### config.mk
export PLATFORM = sky130hd
export DESIGN_NAME = utf7_to_utf16_decoder
export DESIGN_NICKNAME = d
export VERILOG_FILES = /design/src/hdl/utf7d_pkg.sv /design/src/hdl/utf7d_decode.sv /design/src/hdl/utf7d_out_buf.sv /design/src/hdl/utf7_to_utf16_decoder.sv
export SDC_FILE = /design/constraint.sdc
export NUM_CORES = 1
export LEC_CHECK = 0
export BUFFER_PORTS_ARGS = -buffer_cell sky130_fd_sc_hd__clkbuf_2
export CORE_MARGIN = 2
export CORE_UTILIZATION = 50
export CTS_BUF_LIST = sky130_fd_sc_hd__clkbuf_2
export CTS_CLUSTER_SIZE = 25
export DETAILED_ROUTE_END_ITERATION = 8
export PLACE_DENSITY = 0.68
export SLEW_MARGIN = 20
export SYNTH_ARGS = -nofsm -noshare
export SYNTH_HDL_FRONTEND = slang
export SYNTH_SLANG_ARGS = --single-unit
### constraint.sdc
create_clock -name clock -period 5.35 [get_ports clock]
set_input_delay 0.2675 -clock clock [delete_from_list [all_inputs] [get_ports clock]]
set_output_delay 0.2675 -clock clock [all_outputs]
set_load 0.05 [all_outputs]
### src/hdl/utf7d_pkg.sv
`timescale 1ns / 1ps

package utf7d_pkg;

   localparam logic [7:0] CHAR_PLUS  = 8'h2B;
   localparam logic [7:0] CHAR_MINUS = 8'h2D;
   localparam logic [7:0] CHAR_SLASH = 8'h2F;
   localparam logic [7:0] SURR_FIRST = 8'hD8;
   localparam logic [7:0] SURR_LIMIT = 8'hDC;

   localparam logic [1:0] MODE_DIRECT = 2'd0;
   localparam logic [1:0] MODE_PLUS   = 2'd1;
   localparam logic [1:0] MODE_B64    = 2'd2;

   // Units produced by one byte: count is 0, 1 or 2.
   typedef struct packed {
      logic [1:0]  count;
      logic [15:0] unit0;
      logic [15:0] unit1;
   } utf7d_units_type;

   typedef struct packed {
      logic [15:0] code_unit;
      logic        last_of_run;
   } utf7d_beat_type;

   // Bit 6 set when c is a base64 symbol, bits 5:0 its value.
   function automatic logic [6:0] b64_value(input logic [7:0] c);
      logic [7:0] d;
      logic [6:0] v;
      v = 7'd0;
      d = 8'd0;
      if (c >= 8'h41 && c <= 8'h5A) begin
         d = c - 8'h41;
         v = {1'b1, d[5:0]};
      end else if (c >= 8'h61 && c <= 8'h7A) begin
         d = c - 8'h47;
         v = {1'b1, d[5:0]};
      end else if (c >= 8'h30 && c <= 8'h39) begin
         d = c + 8'h04;
         v = {1'b1, d[5:0]};
      end else if (c == CHAR_PLUS) begin
         v = {1'b1, 6'd62};
      end else if (c == CHAR_SLASH) begin
         v = {1'b1, 6'd63};
      end
      return v;
   endfunction

endpackage

### src/hdl/utf7d_decode.sv
`timescale 1ns / 1ps

module utf7d_decode (
   input  logic                       clock,
   input  logic                       reset,
   input  logic                       start_b64,
   input  logic [7:0]                 item_byte,
   input  logic                       item_start,
   input  logic                       commit,
   output utf7d_pkg::utf7d_units_type units
);
   import utf7d_pkg::*;

   logic [1:0] mode_ff, mode_in;
   logic [1:0] slot_ff, slot_in;
   logic [7:0] carry_ff, carry_in;
   logic [1:0] held_ff, held_in;
   logic [7:0] store_ff [0:2];
   logic [7:0] store_in [0:2];
   logic [6:0] sym;
   logic [7:0] nb;
   logic       have;
   logic       b64_path;
   logic       direct_path;

   assign sym = b64_value(item_byte);

   always_comb begin
      mode_in     = mode_ff;
      slot_in     = slot_ff;
      carry_in    = carry_ff;
      held_in     = held_ff;
      store_in    = store_ff;
      units       = '0;
      nb          = 8'd0;
      have        = 1'b1;
      b64_path    = 1'b0;
      direct_path = 1'b0;

      // A new string restarts packing.
      if (item_start) begin
         slot_in  = 2'd0;
         carry_in = 8'd0;
         held_in  = 2'd0;
         mode_in  = start_b64 ? MODE_B64 : MODE_DIRECT;
      end

      case (mode_in)
         MODE_B64: begin
            b64_path = 1'b1;
         end
         MODE_PLUS: begin
            if (item_byte == CHAR_MINUS) begin
               mode_in     = MODE_DIRECT;
               units.count = 2'd1;
               units.unit0 = {8'h00, CHAR_PLUS};
            end else begin
               slot_in  = 2'd0;
               carry_in = 8'd0;
               held_in  = 2'd0;
               mode_in  = MODE_B64;
               b64_path = 1'b1;
            end
         end
         default: begin
            direct_path = 1'b1;
         end
      endcase

      if (b64_path) begin
         if (!sym[6]) begin
            // Leave the shift; drop leftover bits.
            mode_in = MODE_DIRECT;
            held_in = 2'd0;
            if (item_byte != CHAR_MINUS) begin
               direct_path = 1'b1;
            end
         end else begin
            case (slot_in)
               2'd0: begin
                  carry_in = {sym[5:0], 2'b00};
                  have     = 1'b0;
               end
               2'd1: begin
                  nb       = carry_in | {6'd0, sym[5:4]};
                  carry_in = {sym[3:0], 4'h0};
               end
               2'd2: begin
                  nb       = carry_in | {4'd0, sym[5:2]};
                  carry_in = {sym[1:0], 6'd0};
               end
               default: begin
                  nb = carry_in | {2'b00, sym[5:0]};
               end
            endcase
            slot_in = slot_in + 2'd1;
            if (have) begin
               case (held_in)
                  2'd0: begin
                     store_in[0] = nb;
                     held_in     = 2'd1;
                  end
                  2'd1: begin
                     if (store_in[0] < SURR_FIRST || store_in[0] >= SURR_LIMIT) begin
                        units.count = 2'd1;
                        units.unit0 = {store_in[0], nb};
                        held_in     = 2'd0;
                     end else begin
                        store_in[1] = nb;
                        held_in     = 2'd2;
                     end
                  end
                  2'd2: begin
                     store_in[2] = nb;
                     held_in     = 2'd3;
                  end
                  default: begin
                     units.count = 2'd2;
                     units.unit0 = {store_in[0], store_in[1]};
                     units.unit1 = {store_in[2], nb};
                     held_in     = 2'd0;
                  end
               endcase
            end
         end
      end

      if (direct_path) begin
         if (item_byte == CHAR_PLUS) begin
            mode_in = MODE_PLUS;
         end else begin
            mode_in     = MODE_DIRECT;
            units.count = 2'd1;
            units.unit0 = {8'h00, item_byte};
         end
      end
   end

   always_ff @(posedge clock) begin
      if (reset) begin
         mode_ff  <= MODE_DIRECT;
         slot_ff  <= 2'd0;
         carry_ff <= 8'd0;
         held_ff  <= 2'd0;
      end else if (commit) begin
         mode_ff  <= mode_in;
         slot_ff  <= slot_in;
         carry_ff <= carry_in;
         held_ff  <= held_in;
      end
   end

   always_ff @(posedge clock) begin
      if (commit) begin
         store_ff <= store_in;
      end
   end

endmodule

### src/hdl/utf7d_out_buf.sv
`timescale 1ns / 1ps

module utf7d_out_buf (
   input  logic                       clock,
   input  logic                       reset,
   input  logic                       push,
   input  utf7d_pkg::utf7d_units_type units,
   output logic [1:0]                 free,
   output logic                       rsp_tvalid,
   input  logic                       rsp_tready,
   output utf7d_pkg::utf7d_beat_type  head
);
   import utf7d_pkg::*;

   logic [1:0]     count_ff, count_in;
   utf7d_beat_type slot_ff [0:1];
   utf7d_beat_type slot_in [0:1];
   logic           pop;
   logic [1:0]     base;
   logic [1:0]     push_n;
   utf7d_beat_type beat0;
   utf7d_beat_type beat1;

   assign pop    = (count_ff != 2'd0) && rsp_tready;
   assign free   = 2'd2 - count_ff + {1'b0, pop};
   assign base   = count_ff - {1'b0, pop};
   assign push_n = push ? units.count : 2'd0;

   assign beat0 = '{code_unit: units.unit0, last_of_run: (units.count == 2'd1)};
   assign beat1 = '{code_unit: units.unit1, last_of_run: 1'b1};

   always_comb begin
      count_in   = base + push_n;
      slot_in[0] = pop ? slot_ff[1] : slot_ff[0];
      slot_in[1] = slot_ff[1];
      if (push_n != 2'd0) begin
         if (base == 2'd0) begin
            slot_in[0] = beat0;
         end else begin
            slot_in[1] = beat0;
         end
      end
      if (push_n == 2'd2) begin
         slot_in[1] = beat1;
      end
   end

   always_ff @(posedge clock) begin
      if (reset) begin
         count_ff <= 2'd0;
      end else begin
         count_ff <= count_in;
      end
   end

   always_ff @(posedge clock) begin
      slot_ff <= slot_in;
   end

   assign rsp_tvalid = (count_ff != 2'd0);
   assign head       = slot_ff[0];

endmodule

### src/hdl/utf7_to_utf16_decoder.sv
`timescale 1ns / 1ps

// Channel   Direction  Contents
// req_*     in         tdata[7:0] text_byte, tuser string_start
// rsp_*     out        tdata[15:0] code_unit, tlast last_of_run
// csr_*     in         write_data start_in_base64 (write only)
//
// Takes one byte per cycle while rsp is not stalled. A byte is held in the input
// register, then decoded into the two-slot output buffer, whose head drives rsp.
// A byte that completes a surrogate pair puts both units in the buffer, and they
// leave one after the other through the buffer's single read port. Reset is
// synchronous: it clears the mode, packing state, buffer count and the
// configuration bit. A stall on rsp holds the buffer and, once it is full, the
// input register.

module utf7_to_utf16_decoder (
   input  logic        clock,
   input  logic        reset,
   input  logic        req_tvalid,
   output logic        req_tready,
   input  logic [7:0]  req_tdata,   // [7:0] text_byte
   input  logic        req_tuser,   // [0] string_start
   output logic        rsp_tvalid,
   input  logic        rsp_tready,
   output logic [15:0] rsp_tdata,   // [15:0] code_unit
   output logic        rsp_tlast,
   input  logic        csr_write_enable,
   input  logic        csr_write_data
);
   import utf7d_pkg::*;

   logic            start_b64_ff, start_b64_in;
   logic            item_valid_ff, item_valid_in;
   logic [7:0]      item_byte_ff;
   logic            item_start_ff;
   logic            accept;
   logic            commit;
   logic [1:0]      free;
   utf7d_units_type units;
   utf7d_beat_type  head;

   // Configuration bit: take the write whenever the enable is high.
   assign start_b64_in = csr_write_enable ? csr_write_data : start_b64_ff;

   // Commit the held byte once the buffer has room for all its units;
   // a byte with no units commits at once.
   assign commit     = item_valid_ff && (units.count <= free);
   assign req_tready = !item_valid_ff || commit;
   assign accept     = req_tvalid && req_tready;

   always_comb begin
      item_valid_in = item_valid_ff;
      if (accept) begin
         item_valid_in = 1'b1;
      end else if (commit) begin
         item_valid_in = 1'b0;
      end
   end

   always_ff @(posedge clock) begin
      if (reset) begin
         start_b64_ff  <= 1'b0;
         item_valid_ff <= 1'b0;
      end else begin
         start_b64_ff  <= start_b64_in;
         item_valid_ff <= item_valid_in;
      end
   end

   // Input payload: load on each accepted transaction.
   always_ff @(posedge clock) begin
      if (accept) begin
         item_byte_ff  <= req_tdata;
         item_start_ff <= req_tuser;
      end
   end

   // Mode, bit packing and surrogate hold-back.
   utf7d_decode u_decode (
      .clock      (clock),
      .reset      (reset),
      .start_b64  (start_b64_ff),
      .item_byte  (item_byte_ff),
      .item_start (item_start_ff),
      .commit     (commit),
      .units      (units)
   );

   // Result register, two units deep so a pair drains while bytes keep flowing.
   utf7d_out_buf u_out_buf (
      .clock      (clock),
      .reset      (reset),
      .push       (commit),
      .units      (units),
      .free       (free),
      .rsp_tvalid (rsp_tvalid),
      .rsp_tready (rsp_tready),
      .head       (head)
   );

   assign rsp_tdata = head.code_unit;
   assign rsp_tlast = head.last_of_run;

endmodule

==> flow_summary_export.csv <==
group,metric,value,unit
logic_synthesis,yosysMostFrequentCell,"edfxtp_1",
logic_synthesis,synth-edff-count,49,
clock_tree,clk_root_buffer_cell,"clkbuf_2",
clock_tree,cts_tree,"done",
logic_synthesis,yosys-mux-area-fraction,2.445,%
pwr,peakVddDrop,185.7,uV
flow_run,maxCapViolations,0,
clock_tree,ctsHtreeMaxLevel,3,
timing,post-route-period-util,90.28,%
setup_path,path_class,"flop to primary output",
timing,tightest_slew,0.7166,ns
layout,post-route-util,56.43,%
timing,fmax,207.0,MHz
logic_synthesis,synth_ff_type,"edfxtp_1",
clock_tree,clk_latency,0.60,ns
layout,antenna_cells,0,
die,row_count,36,
setup_path,crit_slowest_cell,"nor2_2",
timing,maxSlewViolCount,0,
pwr,cellPowerDensity,400.4,mW/mm2
global_route,grt_pass1_wl,19610,um
logic_synthesis,syn-instance-count,503,
detailed_routing,dr.first_iter.drc_count,357,
timing,finalHoldViolCount,0,
logic_synthesis,ys_top_cells_by_area,"edfxtp_1 (30%), dfxtp_1 (15%), ha_1 (5.1%)",
detailed_routing,final_antenna_net_count,0,
setup_path,path_buf_inv,3,
global_route,antenna_found_initial,0,
worst_hold_path,hold_class,"input pin to flop",
global_route,grt_start_max_net_pins,35,
clock_tree,post_cts_buffers,0,
clock_tree,clock-sinks,85,
setup_path,startpoint,"item_byte_ff[2]",
setup_path,worstPathMaxFanout,13,
timing,finalSetupViolCount,0,
die,io_pins,34,
timing,tns,0,ns
setup_path,cp_slowest_stage_delay,0.43,ns
place,dp.cells,649,
logic_synthesis,synth.distinct_cells,73,
timing,clock_skew,0.03205,ns
logic_synthesis,async_flop_share,0,%
setup_path,worstPathArrival,4.56,ns
die,core_area,0.009639,mm2
setup_path,crit_top_cell,"ha_1",
setup_path,end_kind,"primary output",
clock_tree,cts_made_buffers,9,
detailed_routing,wl_per_cell,18.48,um
logic_synthesis,synth-seq-cells,85,
die,initial_core_util,50.97,%
place,place_congestion,0.9784,
layout,fill_cells,901,
layout,layout-drive-gt1-share,15.81,%
logic_synthesis,yosysTopAreaCell,"edfxtp_1",
logic_synthesis,syn_area_per_cell,9.768,um2
setup_path,worstPathRequired,5.08,ns
setup_path,rr_worst_depth,16,
global_route,grt_pass1_vias,3745,
logic_synthesis,synth_xor_area_share,1.426,%
logic_synthesis,synth-compound-area-share,21.62,%
global_route,grt-ovfl-total,0,
timing,period_needed,4.830,ns
detailed_routing,drt_wl_total,12510,um
setup_path,path_depth,15,
setup_path,endpoint,"req_tready",
die,fp.dieW,103.1,um
logic_synthesis,synthAdderAreaFrac,5.093,%
timing,maxSlewHeadroom,52.11,%
logic_synthesis,synth_simple_gate_area_share,18.54,%
detailed_routing,viasPerCell,6.009,
place,place_hpwl,9264,um
clock_tree,path_clk_slew,0.27,ns
layout,area_growth,10.70,%
clock_tree,cts_max_path_buffers,2,
logic_synthesis,ys_top_cells_by_count,"edfxtp_1 (49), nor2_1 (37), dfxtp_1 (36)",
logic_synthesis,syn-cell-area,0.004913,mm2
logic_synthesis,ys_warn_count,0,
layout,fin_cells,677,
detailed_routing,num_vias,4068,
setup_path,cp-start-kind,"flop",
global_route,track_usage,24.47,%
setup_path,timing.rr.end,"u_out_buf.slot_ff[11]",
detailed_routing,dr.pass1.iters,6,
place,port_buffers,33,
logic_synthesis,synth_nets,538,
die,dieArea,0.01064,mm2
setup_path,r2r_setup_slack,0.57,ns
logic_synthesis,synth_top_family_by_area,"compound AO/OA/AOI/OAI gates",
logic_synthesis,ys_seq_area_share,44.61,%
logic_synthesis,synth_top_area_share,29.95,%
setup_path,crit_chain,"ha_1 -> and3b_2 -> a31oi_4 -> nor2_2 -> nand2_1 -> ha_1 -> or2_1 -> or3_4 -> clkinv_4 -> ha_1 -> nor2b_1 -> o21ai_0 -> inv_1 -> nand2_1 -> clkbuf_2",
setup_path,critPathTopFamily,"simple AND/OR/NAND/NOR gates",
pwr,leakagePower,2.111,nW
die,fp.dieH,103.1,um
run_status,outcome,"completed",
layout,layout.nets,574,
timing,rsz0062_at_grt,"no",
detailed_routing,drc,0,
setup_path,r2r-start,"item_byte_ff[2]",
final cells by class:
class / instances / area [um2] / share of cell area [%]
well taps: 133 / 166.4 / 3.060
clock buffers: 9 / 45.04 / 0.8282
clock inverters: 7 / 116.4 / 2.139
flip-flops and latches: 85 / 2192 / 40.30
repair buffers: 62 / 412.9 / 7.591
multi-input cells: 359 / 2419 / 44.47
inverters: 22 / 87.58 / 1.610
per-layer routing:
metal | routed length, um | vias up | track usage [%]
met5 | 0 | - | 0
met3 | 771 | 27 | 3.661
li1 | - | 1951 | -
met2 | 5933 | 159 | 39.51
met1 | 5424 | 1931 | 32.73
met4 | 381 | 0 | 10.63
what timing repair did:
action | in CTS | in global routing
endpoints found under the setup margin | 0 | 49
hold endpoints to repair | 11 | 0
hold buffers | 12 | 0
resized for setup | 0 | 2
sequential cells by signal, summed over array words and instances, names as in the netlist:
| register | flops |
|---|---|
| item_start_ff | 1 |
| u_decode.slot_ff | 2 |
| item_byte_ff | 8 |
| item_valid_ff | 1 |
| u_decode.mode_ff | 2 |
| u_out_buf.head | 17 |
| u_out_buf.slot_ff | 17 |
| u_decode.carry_ff | 8 |
| u_decode.held_ff | 2 |
| u_decode.store_ff | 24 |
| start_b64_ff | 1 |
| u_out_buf.count_ff | 2 |
cells in the final DEF (no fill, tap or decap), types with 12 or more instances in the layout:
cell type / netlist / routed
inv_1: 20 / 20
mux2i_1: 12 / 12
clkbuf_2: 0 / 42
o21ai_0: 25 / 25
nand3_1: 22 / 22
a211oi_1: 14 / 14
nor2_1: 37 / 35
dfxtp_1: 36 / 36
dlygate4sd3_1: 0 / 12
nand2_1: 33 / 33
buf_4: 18 / 17
a21oi_1: 27 / 27
ha_1: 20 / 20
edfxtp_1: 49 / 49
and2_1: 13 / 13
nor3_1: 13 / 13
worst min-delay path by stage:
stage	to	depth (start not counted)	start
2_1_floorplan	item_byte_ff[0]	0	req_tdata[0]
3_3_place_gp	u_out_buf.slot_ff[0]	1	u_out_buf.slot_ff[0]
3_5_place_dp	item_byte_ff[0]	1	req_tdata[0]
4_1_cts	u_decode.mode_ff[1]	2	reset
5_1_grt	u_decode.mode_ff[1]	2	reset
6_report	u_decode.mode_ff[1]	2	reset
power by group:
group,internal (mW),leakage [nW],switching [mW]
Clock,0.169,0.0937,0.263
Combinational,0.274,1.26,0.614
Sequential,0.806,0.757,0.0517
cell families (layout without fill, tap and decap cells):
logic type,count (synthesis),count (layout)
AND/OR/NAND/NOR,174,174
AO/OA/AOI/OAI,145,145
flip-flops,85,85
buffers and inverters,59,100
adder cells (fa/ha/maj),20,20
multiplexers,12,12
XOR/XNOR,8,8
through the flow:
stage,instance area (um2),hold WS [ns],setup WS [ns],power [mW]
floorplan,4913,0.3664,0.4355,1.642
global placement,5152,0.4314,0.5347,1.734
detailed placement,5152,0.4466,0.4042,1.752
CTS,5434,0.06510,0.2578,2.184
global route,5439,0.09891,0.1720,2.301
finish,5439,0.07989,0.5199,2.178
Note: power is estimated with default switching activity, not from simulation.
